## src/rtl/eegfd_pkg.sv

```systemverilog
`timescale 1ns / 1ps
`default_nettype none

package eegfd_pkg;

    // Data bytes carried by a frame with channel data.
    localparam int RAW_BYTES = 24;
    localparam int NUM_CHANS = 8;
    localparam int CHAN_W    = 24;
    localparam int COUNT_W   = 32;

    // Position counter holds 0 up to RAW_BYTES.
    localparam int IDX_W = $clog2(RAW_BYTES + 1);
    // Discard increment holds up to RAW_BYTES + 1.
    localparam int ADD_W = $clog2(RAW_BYTES + 2);

    // Framing markers.
    localparam logic [7:0] MARK_START  = 8'h01;
    localparam logic [7:0] MARK_HEADER = 8'h02;
    localparam logic [7:0] MARK_END    = 8'h03;

    // Frame hunting phases.
    typedef enum logic [1:0] {
        PH_SEEK = 2'd0,
        PH_HEAD = 2'd1,
        PH_TAIL = 2'd2
    } phase_t;

    // One decoded frame, as presented on the result side.
    typedef struct packed {
        logic                                raw_present;
        logic                                spectrum_flag;
        logic [7:0]                          aux_header;
        logic [NUM_CHANS-1:0][CHAN_W-1:0]    chans;
        logic [COUNT_W-1:0]                  discarded_bytes;
    } frame_t;

    // Control from the parser to the output stage.
    typedef struct packed {
        logic tail_end;
        logic emit;
    } parse_ctl_t;

endpackage

`default_nettype wire

```

## src/rtl/eegfd_parser.sv

```systemverilog
`timescale 1ns / 1ps
`default_nettype none

module eegfd_parser (
    input  wire logic                 aclk,
    input  wire logic                 aresetn,
    input  wire logic                 byte_valid,
    input  wire logic [7:0]           byte_data,
    output eegfd_pkg::parse_ctl_t     ctl,
    output eegfd_pkg::frame_t         frame
);

    eegfd_pkg::phase_t phase_reg, phase_next;
    logic [eegfd_pkg::IDX_W-1:0]   idx_reg, idx_next;
    logic [7:0]                    hdr1_reg, hdr1_next;
    logic [7:0]                    hdr2_reg, hdr2_next;
    logic [eegfd_pkg::COUNT_W-1:0] count_reg, count_next;
    logic [7:0]                    pay_reg [eegfd_pkg::RAW_BYTES];

    logic                          last_byte;
    logic                          shift_in;
    logic                          emit;
    logic [eegfd_pkg::ADD_W-1:0]   add_amt;
    logic [eegfd_pkg::COUNT_W:0]   count_sum;

    // The tail ends at the end marker, after the data bytes if any.
    assign last_byte = hdr1_reg[7] ? (idx_reg == eegfd_pkg::IDX_W'(eegfd_pkg::RAW_BYTES))
                                   : 1'b1;

    // Next phase.
    always_comb begin
        phase_next = phase_reg;
        if (byte_valid) begin
            case (phase_reg)
                eegfd_pkg::PH_HEAD: begin
                    if (idx_reg == eegfd_pkg::IDX_W'(2)) begin
                        phase_next = (byte_data == eegfd_pkg::MARK_HEADER) ?
                                     eegfd_pkg::PH_TAIL : eegfd_pkg::PH_SEEK;
                    end
                end
                eegfd_pkg::PH_TAIL: begin
                    if (last_byte) begin
                        phase_next = eegfd_pkg::PH_SEEK;
                    end
                end
                default: begin
                    phase_next = (byte_data == eegfd_pkg::MARK_START) ?
                                 eegfd_pkg::PH_HEAD : eegfd_pkg::PH_SEEK;
                end
            endcase
        end
    end

    // Position, header capture, data shift, discard increment and result strobe.
    always_comb begin
        idx_next  = idx_reg;
        hdr1_next = hdr1_reg;
        hdr2_next = hdr2_reg;
        shift_in  = 1'b0;
        emit      = 1'b0;
        add_amt   = '0;
        if (byte_valid) begin
            case (phase_reg)
                eegfd_pkg::PH_HEAD: begin
                    if (idx_reg == eegfd_pkg::IDX_W'(0)) begin
                        hdr1_next = byte_data;
                        idx_next  = eegfd_pkg::IDX_W'(1);
                    end else if (idx_reg == eegfd_pkg::IDX_W'(1)) begin
                        hdr2_next = byte_data;
                        idx_next  = eegfd_pkg::IDX_W'(2);
                    end else begin
                        idx_next = '0;
                        if (byte_data != eegfd_pkg::MARK_HEADER) begin
                            add_amt = eegfd_pkg::ADD_W'(3);
                        end
                    end
                end
                eegfd_pkg::PH_TAIL: begin
                    if (!last_byte) begin
                        shift_in = 1'b1;
                        idx_next = idx_reg + eegfd_pkg::IDX_W'(1);
                    end else begin
                        idx_next = '0;
                        if (byte_data != eegfd_pkg::MARK_END) begin
                            add_amt = hdr1_reg[7] ?
                                      eegfd_pkg::ADD_W'(eegfd_pkg::RAW_BYTES + 1) :
                                      eegfd_pkg::ADD_W'(1);
                        end else begin
                            emit = 1'b1;
                        end
                    end
                end
                default: begin
                    idx_next = '0;
                    if (byte_data != eegfd_pkg::MARK_START) begin
                        add_amt = eegfd_pkg::ADD_W'(1);
                    end
                end
            endcase
        end
    end

    // Saturating discard counter.
    assign count_sum  = {1'b0, count_reg} + (eegfd_pkg::COUNT_W + 1)'(add_amt);
    assign count_next = count_sum[eegfd_pkg::COUNT_W] ? '1
                                                      : count_sum[eegfd_pkg::COUNT_W-1:0];

    always_ff @(posedge aclk) begin
        if (!aresetn) begin
            phase_reg <= eegfd_pkg::PH_SEEK;
            idx_reg   <= '0;
            hdr1_reg  <= '0;
            hdr2_reg  <= '0;
            count_reg <= '0;
        end else begin
            phase_reg <= phase_next;
            idx_reg   <= idx_next;
            hdr1_reg  <= hdr1_next;
            hdr2_reg  <= hdr2_next;
            count_reg <= count_next;
        end
    end

    // Data bytes shift in at the top, so the first byte of a full tail sits at entry 0.
    always_ff @(posedge aclk) begin
        if (shift_in) begin
            for (int i = 0; i < eegfd_pkg::RAW_BYTES - 1; i++) begin
                pay_reg[i] <= pay_reg[i+1];
            end
            pay_reg[eegfd_pkg::RAW_BYTES-1] <= byte_data;
        end
    end

    assign ctl.tail_end = (phase_reg == eegfd_pkg::PH_TAIL) && last_byte;
    assign ctl.emit     = emit;

    assign frame.raw_present     = hdr1_reg[7];
    assign frame.spectrum_flag   = hdr1_reg[6];
    assign frame.aux_header      = hdr2_reg;
    assign frame.discarded_bytes = count_reg;

    // Channel j is data bytes 3j..3j+2, most significant first; zero without data.
    for (genvar j = 0; j < eegfd_pkg::NUM_CHANS; j++) begin : g_chan
        if (3 * j + 2 < eegfd_pkg::RAW_BYTES) begin : g_used
            assign frame.chans[j] = hdr1_reg[7] ?
                                    {pay_reg[3*j], pay_reg[3*j+1], pay_reg[3*j+2]} : '0;
        end else begin : g_unused
            assign frame.chans[j] = '0;
        end
    end

endmodule

`default_nettype wire

```

## src/rtl/eeg_frame_deframer.sv

```systemverilog
// Latency: a result is valid in the cycle after its end marker byte is transferred.
// Throughput: one byte per cycle; the byte index and header registers take each byte
// in a single pass, and only the byte in the end marker position waits, while the result
// register is full and not being read in that cycle.
// Reset: synchronous, active-low aresetn; the parser returns to hunting for a start
// marker, the discard count clears and the result register empties.
`timescale 1ns / 1ps
`default_nettype none

module eeg_frame_deframer (
    input  wire logic               aclk,
    input  wire logic               aresetn,
    input  wire logic               s_valid,
    output      logic               s_ready,
    input  wire logic [7:0]         s_rx_byte,
    output      logic               m_valid,
    input  wire logic               m_ready,
    output      logic               m_raw_present,
    output      logic               m_spectrum_flag,
    output      logic [7:0]         m_aux_header,
    output      logic signed [23:0] m_chan0,
    output      logic signed [23:0] m_chan1,
    output      logic signed [23:0] m_chan2,
    output      logic signed [23:0] m_chan3,
    output      logic signed [23:0] m_chan4,
    output      logic signed [23:0] m_chan5,
    output      logic signed [23:0] m_chan6,
    output      logic signed [23:0] m_chan7,
    output      logic [31:0]        m_discarded_bytes
);

    eegfd_pkg::parse_ctl_t ctl;
    eegfd_pkg::frame_t     frame;
    eegfd_pkg::frame_t     out_reg;
    logic                  m_valid_reg, m_valid_next;
    logic                  in_xfer;

    // Only the byte that can finish a frame needs a free result slot.
    assign s_ready = !ctl.tail_end || !m_valid_reg || m_ready;
    assign in_xfer = s_valid && s_ready;

    eegfd_parser u_parser (
        .aclk       (aclk),
        .aresetn    (aresetn),
        .byte_valid (in_xfer),
        .byte_data  (s_rx_byte),
        .ctl        (ctl),
        .frame      (frame)
    );

    // Result register.
    assign m_valid_next = ctl.emit ? 1'b1 : (m_ready ? 1'b0 : m_valid_reg);

    always_ff @(posedge aclk) begin
        if (!aresetn) begin
            m_valid_reg <= 1'b0;
        end else begin
            m_valid_reg <= m_valid_next;
        end
    end

    always_ff @(posedge aclk) begin
        if (ctl.emit) begin
            out_reg <= frame;
        end
    end

    assign m_valid           = m_valid_reg;
    assign m_raw_present     = out_reg.raw_present;
    assign m_spectrum_flag   = out_reg.spectrum_flag;
    assign m_aux_header      = out_reg.aux_header;
    assign m_chan0           = out_reg.chans[0];
    assign m_chan1           = out_reg.chans[1];
    assign m_chan2           = out_reg.chans[2];
    assign m_chan3           = out_reg.chans[3];
    assign m_chan4           = out_reg.chans[4];
    assign m_chan5           = out_reg.chans[5];
    assign m_chan6           = out_reg.chans[6];
    assign m_chan7           = out_reg.chans[7];
    assign m_discarded_bytes = out_reg.discarded_bytes;

`ifndef SYNTHESIS
    // A frame is only finished when the result slot can take it.
    a_emit_slot_free: assert property (@(posedge aclk) disable iff (!aresetn)
        ctl.emit |-> (!m_valid_reg || m_ready))
        else $error("frame finished while result register still full");

    // The discard count never goes down.
    a_count_monotonic: assert property (@(posedge aclk) disable iff (!aresetn)
        1'b1 |=> (frame.discarded_bytes >= $past(frame.discarded_bytes)))
        else $error("discard count decreased");

    // A frame without data carries zero channels.
    a_no_data_zero: assert property (@(posedge aclk) disable iff (!aresetn)
        (m_valid_reg && !out_reg.raw_present) |-> (out_reg.chans == '0))
        else $error("channels not zero for frame without data");

    // A result is presented only after an end marker transfer or while waiting.
    a_valid_source: assert property (@(posedge aclk) disable iff (!aresetn)
        $rose(m_valid_reg) |-> $past(ctl.emit))
        else $error("result appeared without a finished frame");
`endif

endmodule

`default_nettype wire
```

## config.mk

```make
export PLATFORM = sky130hd
export DESIGN_NAME = eeg_frame_deframer
export DESIGN_NICKNAME = d
export VERILOG_FILES = /design/src/rtl/eegfd_pkg.sv /design/src/rtl/eegfd_parser.sv /design/src/rtl/eeg_frame_deframer.sv
export SDC_FILE = /design/constraint.sdc
export NUM_CORES = 1
export LEC_CHECK = 0
export ABC_CLOCK_PERIOD_IN_PS = 20400
export BUFFER_PORTS_ARGS = -buffer_cell sky130_fd_sc_hd__buf_2
export CORE_ASPECT_RATIO = 0.9
export CORE_MARGIN = 2
export CORE_UTILIZATION = 56
export DETAILED_ROUTE_END_ITERATION = 16
export PLACE_DENSITY = 0.78
export SYNTH_ARGS = -nofsm -noshare
export SYNTH_HDL_FRONTEND = slang
export SYNTH_SLANG_ARGS = --single-unit
```

## constraint.sdc

```tcl
create_clock -name aclk -period 20.4 [get_ports aclk]
set_clock_uncertainty 0.2 [all_clocks]
set_input_delay 0 -clock aclk [delete_from_list [all_inputs] [get_ports aclk]]
set_output_delay 0 -clock aclk [all_outputs]
set_load 0.03 [all_outputs]
```

After elaboration in Yosys (flattened, before gate mapping)
Memory sizes are Yosys's and may differ from the RTL's. A register that Yosys moved wholly into a read port is not among the register bits.
Cells that the tools add are included.
{"block": "totals", "output_inout_bits": 236, "ramBits": 192, "n_memories": 1, "latch_bits": 0, "wordCells": 77, "rom_bits": 0, "ff_bits": 290, "inputBits": 12}
{"memory": "u_parser.pay_reg", "words": 24, "word_bits": 8, "read_ports": 24, "rd_clocked_by_memory_dff": 1, "wr": 24, "line_no": "eegfd_parser.sv:18", "rtl": "logic [7:0] pay_reg [eegfd_pkg::RAW_BYTES];"}
{"block": "op_classes", "n_reduce_logical": 12, "magnitude_cmp": 0, "shifts": 0, "add_sub_neg": 2, "bitwise_logic": 1, "eq_ne": 12, "div": 0, "n_mul": 0, "mux": 31}
{"cell": "$mux W5", "count": 8}
{"cell": "$add A32 B5 Y33", "count": 1}
{"cell": "$mux W32", "count": 1}
{"cell": "$pmux W5 S2", "count": 2}
{"cell": "$ne A8 B2 Y1 const B", "count": 2}
{"cell": "$mux W1", "count": 14}
{"cell": "$mux W2", "count": 5}
{"cell": "$eq A8 B1 Y1 const B", "count": 1}
{"cell": "$eq A8 B2 Y1 const B", "count": 1}
{"cell": "$ne A8 B1 Y1 const B", "count": 1}
{"cell": "$reduce_and A3 Y1", "count": 2}
{"cell": "$add A5 B1 Y5 const B", "count": 1}
{"cell": "$eq A5 B1 Y1 const B", "count": 1}
{"cell": "$eq A5 B2 Y1 const B", "count": 1}
{"cell": "$eq A5 B5 Y1 const B", "count": 1}
{"cell": "$logic_not A5 Y1", "count": 1}
{"cell": "$ne A2 B1 Y1 const B", "count": 2}
{"cell": "$pmux W2 S2", "count": 1}
{"cell": "$reduce_and A4 Y1", "count": 1}
{"cell": "$logic_not A1 Y1", "count": 3}
{"cell": "$eq A2 B1 Y1 const B", "count": 1}
{"cell": "$eq A2 B2 Y1 const B", "count": 1}
{"cell": "$logic_and A1 B1 Y1", "count": 2}
{"cell": "$logic_or A1 B1 Y1", "count": 2}
{"cell": "other kinds (2)", "count": 2}

Longest topological paths before layout
{"block": "logic_depth", "word_depth": 10, "mapped_depth": 15, "ltp_nobuf": 13}

Hierarchy
From an unflattened synthesis, not the netlist that was laid out.
{"block": "hier_totals", "cells_unflattened": 933, "hier_area_um2": 16652.2}
{"module": "eegfd_parser", "area_per_inst_um2": 9565.4, "seq_area_each_um2": 6746.5, "cells_each": 694, "instances": 1}
{"module": "eeg_frame_deframer", "area_per_inst_um2": 7086.8, "seq_area_each_um2": 7046.8, "cells_each": 239, "instances": 1}

Worst setup path before layout
OpenSTA, ideal clock, no wires.
{"block": "synth_timing", "path_type": "flip-flop to flip-flop", "start": "reg u_parser.idx_reg[0] (netlist name)", "end": "reg out_reg (netlist bit m_aux_header[0]) (enable)", "path_stages_with_launch": 7, "t_required_ns": 19.083, "setup_ns": 1.117, "synth_period_minus_slack_ns": 18.524, "t_arrival_ns": 17.207, "slack_ns": 1.876, "path_buffers": 0, "cell_sequence": "dfxtp_1 inv_1 ha_1 nand4b_1 a21o_1 nand2_1 nor3_1"}
{"block": "synth_between", "elab_chain_len": 8, "word_cells_on_any_way": 10, "cone_classes": "eq/ne (1); mux (4); reduce/logical (5)"}
{"item": "start, declared", "line_no": "eegfd_parser.sv:14", "rtl": "logic [eegfd_pkg::IDX_W-1:0] idx_reg, idx_next;"}
{"item": "start signal, assigned", "line_no": "eegfd_parser.sv:117", "rtl": "idx_reg <= idx_next;"}
{"item": "$eq A5 B5 Y1", "line_no": "eegfd_parser.sv:27", "rtl": "assign last_byte = hdr1_reg[7] ? (idx_reg == eegfd_pkg::IDX_W'(eegfd_pkg::RAW_BYTES))"}
{"item": "$mux W1", "line_no": "eegfd_parser.sv:27"}
{"item": "$logic_and A1 B1 Y1", "line_no": "eegfd_parser.sv:134", "rtl": "assign ctl.tail_end = (phase_reg == eegfd_pkg::PH_TAIL) && last_byte;"}
{"item": "$logic_not A1 Y1", "line_no": "eeg_frame_deframer.sv:39", "rtl": "assign s_ready = !ctl.tail_end || !m_valid_reg || m_ready;"}
{"item": "$logic_or A1 B1 Y1 (2 in a row)", "line_no": "eeg_frame_deframer.sv:39"}
{"item": "via s_ready", "line_no": "eeg_frame_deframer.sv:14", "rtl": "output logic s_ready,"}
{"item": "$logic_and A1 B1 Y1", "line_no": "eeg_frame_deframer.sv:40", "rtl": "assign in_xfer = s_valid && s_ready;"}
{"item": "$mux W1", "line_no": "eegfd_parser.sv:62", "rtl": "if (byte_valid) begin"}
{"item": "end signal, assigned", "line_no": "eeg_frame_deframer.sv:64", "rtl": "out_reg <= frame;"}
{"item": "end, declared", "line_no": "eeg_frame_deframer.sv:34", "rtl": "eegfd_pkg::frame_t out_reg;"}
The timed path passes the listed nets, and every way through them passes these cells.
A chain may end at the register's enable or synchronous reset.

Worst setup path in the final report
{"block": "layout_timing", "start": "reg u_parser.idx_reg[0] (netlist name)", "end": "reg u_parser.count_reg[8] (netlist name)"}
{"block": "layout_between", "elab_chain_len": 10, "word_cells_on_any_way": 16, "cone_classes": "add/sub (1); eq/ne (2); mux (7); reduce/logical (6)"}
{"item": "$eq A5 B5 Y1", "line_no": "eegfd_parser.sv:27"}
{"item": "$mux W1", "line_no": "eegfd_parser.sv:27"}
{"item": "$logic_and A1 B1 Y1", "line_no": "eegfd_parser.sv:134"}
{"item": "$logic_not A1 Y1", "line_no": "eeg_frame_deframer.sv:39"}
{"item": "$logic_or A1 B1 Y1 (2 in a row)", "line_no": "eeg_frame_deframer.sv:39"}
{"item": "$logic_and A1 B1 Y1", "line_no": "eeg_frame_deframer.sv:40"}
{"item": "$mux W5 (*)", "line_no": "eegfd_parser.sv:62"}
{"item": "$add A32 B5 Y33 (*)", "line_no": "eegfd_parser.sv:104", "rtl": "assign count_sum = {1'b0, count_reg} + (eegfd_pkg::COUNT_W + 1)'(add_amt);"}
{"item": "$mux W32 (*)", "line_no": "eegfd_parser.sv:105", "rtl": "assign count_next = count_sum[eegfd_pkg::COUNT_W] ? '1"}
{"item": "end signal, assigned", "line_no": "eegfd_parser.sv:120", "rtl": "count_reg <= count_next;"}
{"item": "end, declared", "line_no": "eegfd_parser.sv:17", "rtl": "logic [eegfd_pkg::COUNT_W-1:0] count_reg, count_next;"}
Mark *: on every way between the ends. The rest lies on a longest branch, timed or not.

==> flow_summary_export.csv <==
group,metric,value,unit
logic_synthesis,ys_seq_area_frac,0.826,
logic_synthesis,synthAdderAreaFrac,0.00870,
timing,rsz0062_at_grt,"no",
worst_setup_path,worstSetupEndpointType,"flip-flop",
drt,remaining_drc_errors,0,
worst_setup_path,start_kind,"flip-flop",
logic_synthesis,synth_seq_cells,476,
clocking,cts_buffers,46,
logic_synthesis,synthSimpleGateAreaFrac,0.113,
worst_setup_path,crit_type,"reg2reg",
worst_setup_path,crit_fanout,19,
timing,fmax,238,MHz
layout,final_common_cell,"edfxtp_1",
die,die_area,0.0312,mm2
logic_synthesis,ys_types,48,
timing,setup_viol,0,
placement,placed_area,0.0184,mm2
clocking,cts_buffer_depth,3,
logic_synthesis,synth_area,0.0167,mm2
layout,drive_above_1_share,0.275,
logic_synthesis,synth_compound_area_frac,0.0257,
timing,tns,0,ps
drt,drt-initial-drc-count,737,
layout,stdcell_area,0.0200,mm2
global_routing,grt_max_degree,172,
placement,place_inst,1545,
timing,finalMaxSlewViolations,0,
drt,drt_wl_total,29700,um
timing,period_share,0.206,
clocking,cts-root-buf,"clkbuf_16",
placement,dp_hpwl,17900,um
die,num_rows,59,
status,status,"completed",
logic_synthesis,syn_inst,929,
die,initial_core_util,0.574,
worst_setup_path,cp.arrival,4460,ps
die,fp.dieW,186,um
drt,drt-vias-per-instance,5.18,
global_routing,grt_pass1_wl,45900,um
pwr,powerDensity,93.3,mW/mm2
clocking,cts_tree,"yes",
die,io_pins,248,
layout,diodes,0,
drt,dr.pass1.iters,5,
clocking,clkLatencyLatePin,540,ps
logic_synthesis,synth_top_family_by_area,"simple AND/OR/NAND/NOR gates",
logic_synthesis,muxShareOfSynthArea,0.00180,
drt,wl_per_cell,18.1,um
layout,nNetsFinal,1237,
layout,area_delta_synth_final,19.6,%
logic_synthesis,async_flop_share,0,
die,coreArea,0.0291,mm2
logic_synthesis,syn_nets,952,
placement,gp_congestion,0.820,
global_routing,gr-total-overflow,0,
logic_synthesis,synth-edff-count,426,
timing,max_slew_margin,0.322,
global_routing,grt_pass1_vias,8451,
pwr,total_power,0.00186,W
drt,num_vias,8515,
timing,hold_violations,0,
logic_synthesis,syn_avg_cell_area,18.0,um2
clocking,htreeDepth,2,
clocking,clk_pin_slew,60,ps
logic_synthesis,ys_warn_count,0,
pwr,p_leak,6.80,nW
timing,final.min_clock_period,4190,ps
clocking,clock_sinks,476,
run,drv_cap,0,
worst_setup_path,cp_data_required_time,20670,ps
clocking,cts_resized,0,
logic_synthesis,synth_xor_xnor_area_share,0.0136,
layout,final_cell_mix,"edfxtp_1 (426), buf_2 (247), and2_1 (193)",
logic_synthesis,ys.flop_type,"edfxtp_1",
die,die_h,168,um
pwr,ir_drop,0.0618,mV
global_routing,track_usage,0.191,
layout,largest_reg_flops,192,
layout,final_cells,1645,
drt,final_antenna_net_count,0,
global_routing,antenna_found_initial,0,
layout,utilization,0.687,
placement,portBuffers,247,
hold_path,worstHoldPathType,"in2reg",
timing,worst_pin_slew,1020,ps
==> Yosys cell counts (2+ instances only) <==
cell | number | area (um2)
nor3b_1 | 9 | 67.6
nor4b_1 | 3 | 26.3
clkbuf_1 | 31 | 116
xor2_1 | 5 | 43.8
nand3_1 | 22 | 110
nand4b_1 | 3 | 26.3
and4b_1 | 2 | 20.0
and3_1 | 4 | 25.0
a21oi_1 | 9 | 45.0
a21oi_2 | 20 | 175
mux2i_1 | 3 | 30.0
nor4_1 | 6 | 37.5
nor2_1 | 10 | 37.5
and4_1 | 5 | 43.8
o31ai_1 | 2 | 15.0
ha_1 | 10 | 125
nand2_1 | 26 | 97.6
nor3_1 | 9 | 45.0
nor2b_1 | 3 | 18.8
inv_1 | 7 | 26.3
xnor2_1 | 21 | 184
a41oi_1 | 2 | 17.5
and2_1 | 194 | 1210
edfxtp_1 | 426 | 12800
buf_2 | 2 | 10.0
o21ai_0 | 12 | 60.1
dfxtp_1 | 50 | 1000
or4_1 | 2 | 15.0
a31oi_1 | 3 | 18.8
buf_6 | 3 | 33.8
nand4_1 | 5 | 31.3
a21o_1 | 4 | 30.0
==> what timing repair did <==
| item | CTS | global route |
|---|---|---|
| buffers inserted | 0 | 0 |
| hold buffers | 17 | 0 |
| endpoints found under the setup margin | 0 | 0 |
| hold endpoints to repair | 73 | 0 |
==> final cells by class <==
| class | count | area [um2] |
|---|---|---|
| clock buffers | 65 | 1260 |
| clock inverters | 18 | 183 |
| fillers | 1966 | 9110 |
| inverters | 7 | 26.3 |
| multi-input cells | 410 | 2720 |
| flip-flops and latches | 476 | 13800 |
| well taps | 396 | 495 |
| repair buffers | 273 | 1490 |
==> path summary, 6_finish.rpt <==
kind                              from                      end  slack, ps  cells past startpoint
setup / recovery   u_parser.idx_reg[0]    u_parser.count_reg[8]      16210                     12
hold / removal            s_rx_byte[6]  u_parser.pay_reg[23][6]         50                      2
setup reg to reg   u_parser.idx_reg[0]    u_parser.count_reg[8]      16210                     12
hold reg to reg   u_parser.hdr2_reg[5]          m_aux_header[5]        230                      0
==> layer usage <==
metal  vias up  wire length, um  GRT usage
li1       4005                -          -
met3        54             2110     0.0439
met1      4160            12500      0.258
met4         0              809     0.0657
met2       296            14300      0.309
met5         -                0          0
==> worst max-delay path, stage by stage (launching register included) <==
cell and delay, ps:
dfxtp_1 420, inv_1 90, ha_1 240, nand4b_1 190, a21o_1 190, nand2_1 270
nor4_1 600, fa_1 350, a41oi_1 140, buf_4 210, or4_1 740, buf_4 330
a21oi_2 150
==> cell families (layout without fill, tap and decap cells) <==
logic type | count (synthesis) | in the layout
AOI/OAI and AO/OA | 60 | 60
xor gates and xnor gates | 26 | 26
adders and majority gates | 11 | 11
buffers and inverters | 43 | 363
DFF | 476 | 476
muxes | 3 | 3
and+or+nand+nor | 310 | 310
==> stage by stage <==
| step | worst slack (ps) | hold slack, ps |
|---|---|---|
| detailed placement | 16290 | 17.1 |
| global placement | 16400 | 15.3 |
| floorplan | 1880 | -101 |
| CTS | 16180 | 7.84 |
| global route | 15830 | 34.4 |
| finish | 16210 | 52.0 |
==> power breakdown <==
part | internal (W) | switching (W) | total [W]
Sequential | 0.00105 | 0.000000492 | 0.00105
Combinational | 0.00000417 | 0.00000548 | 0.00000964
Clock | 0.000471 | 0.000336 | 0.000808
Note: power is estimated with default switching activity, not from simulation.
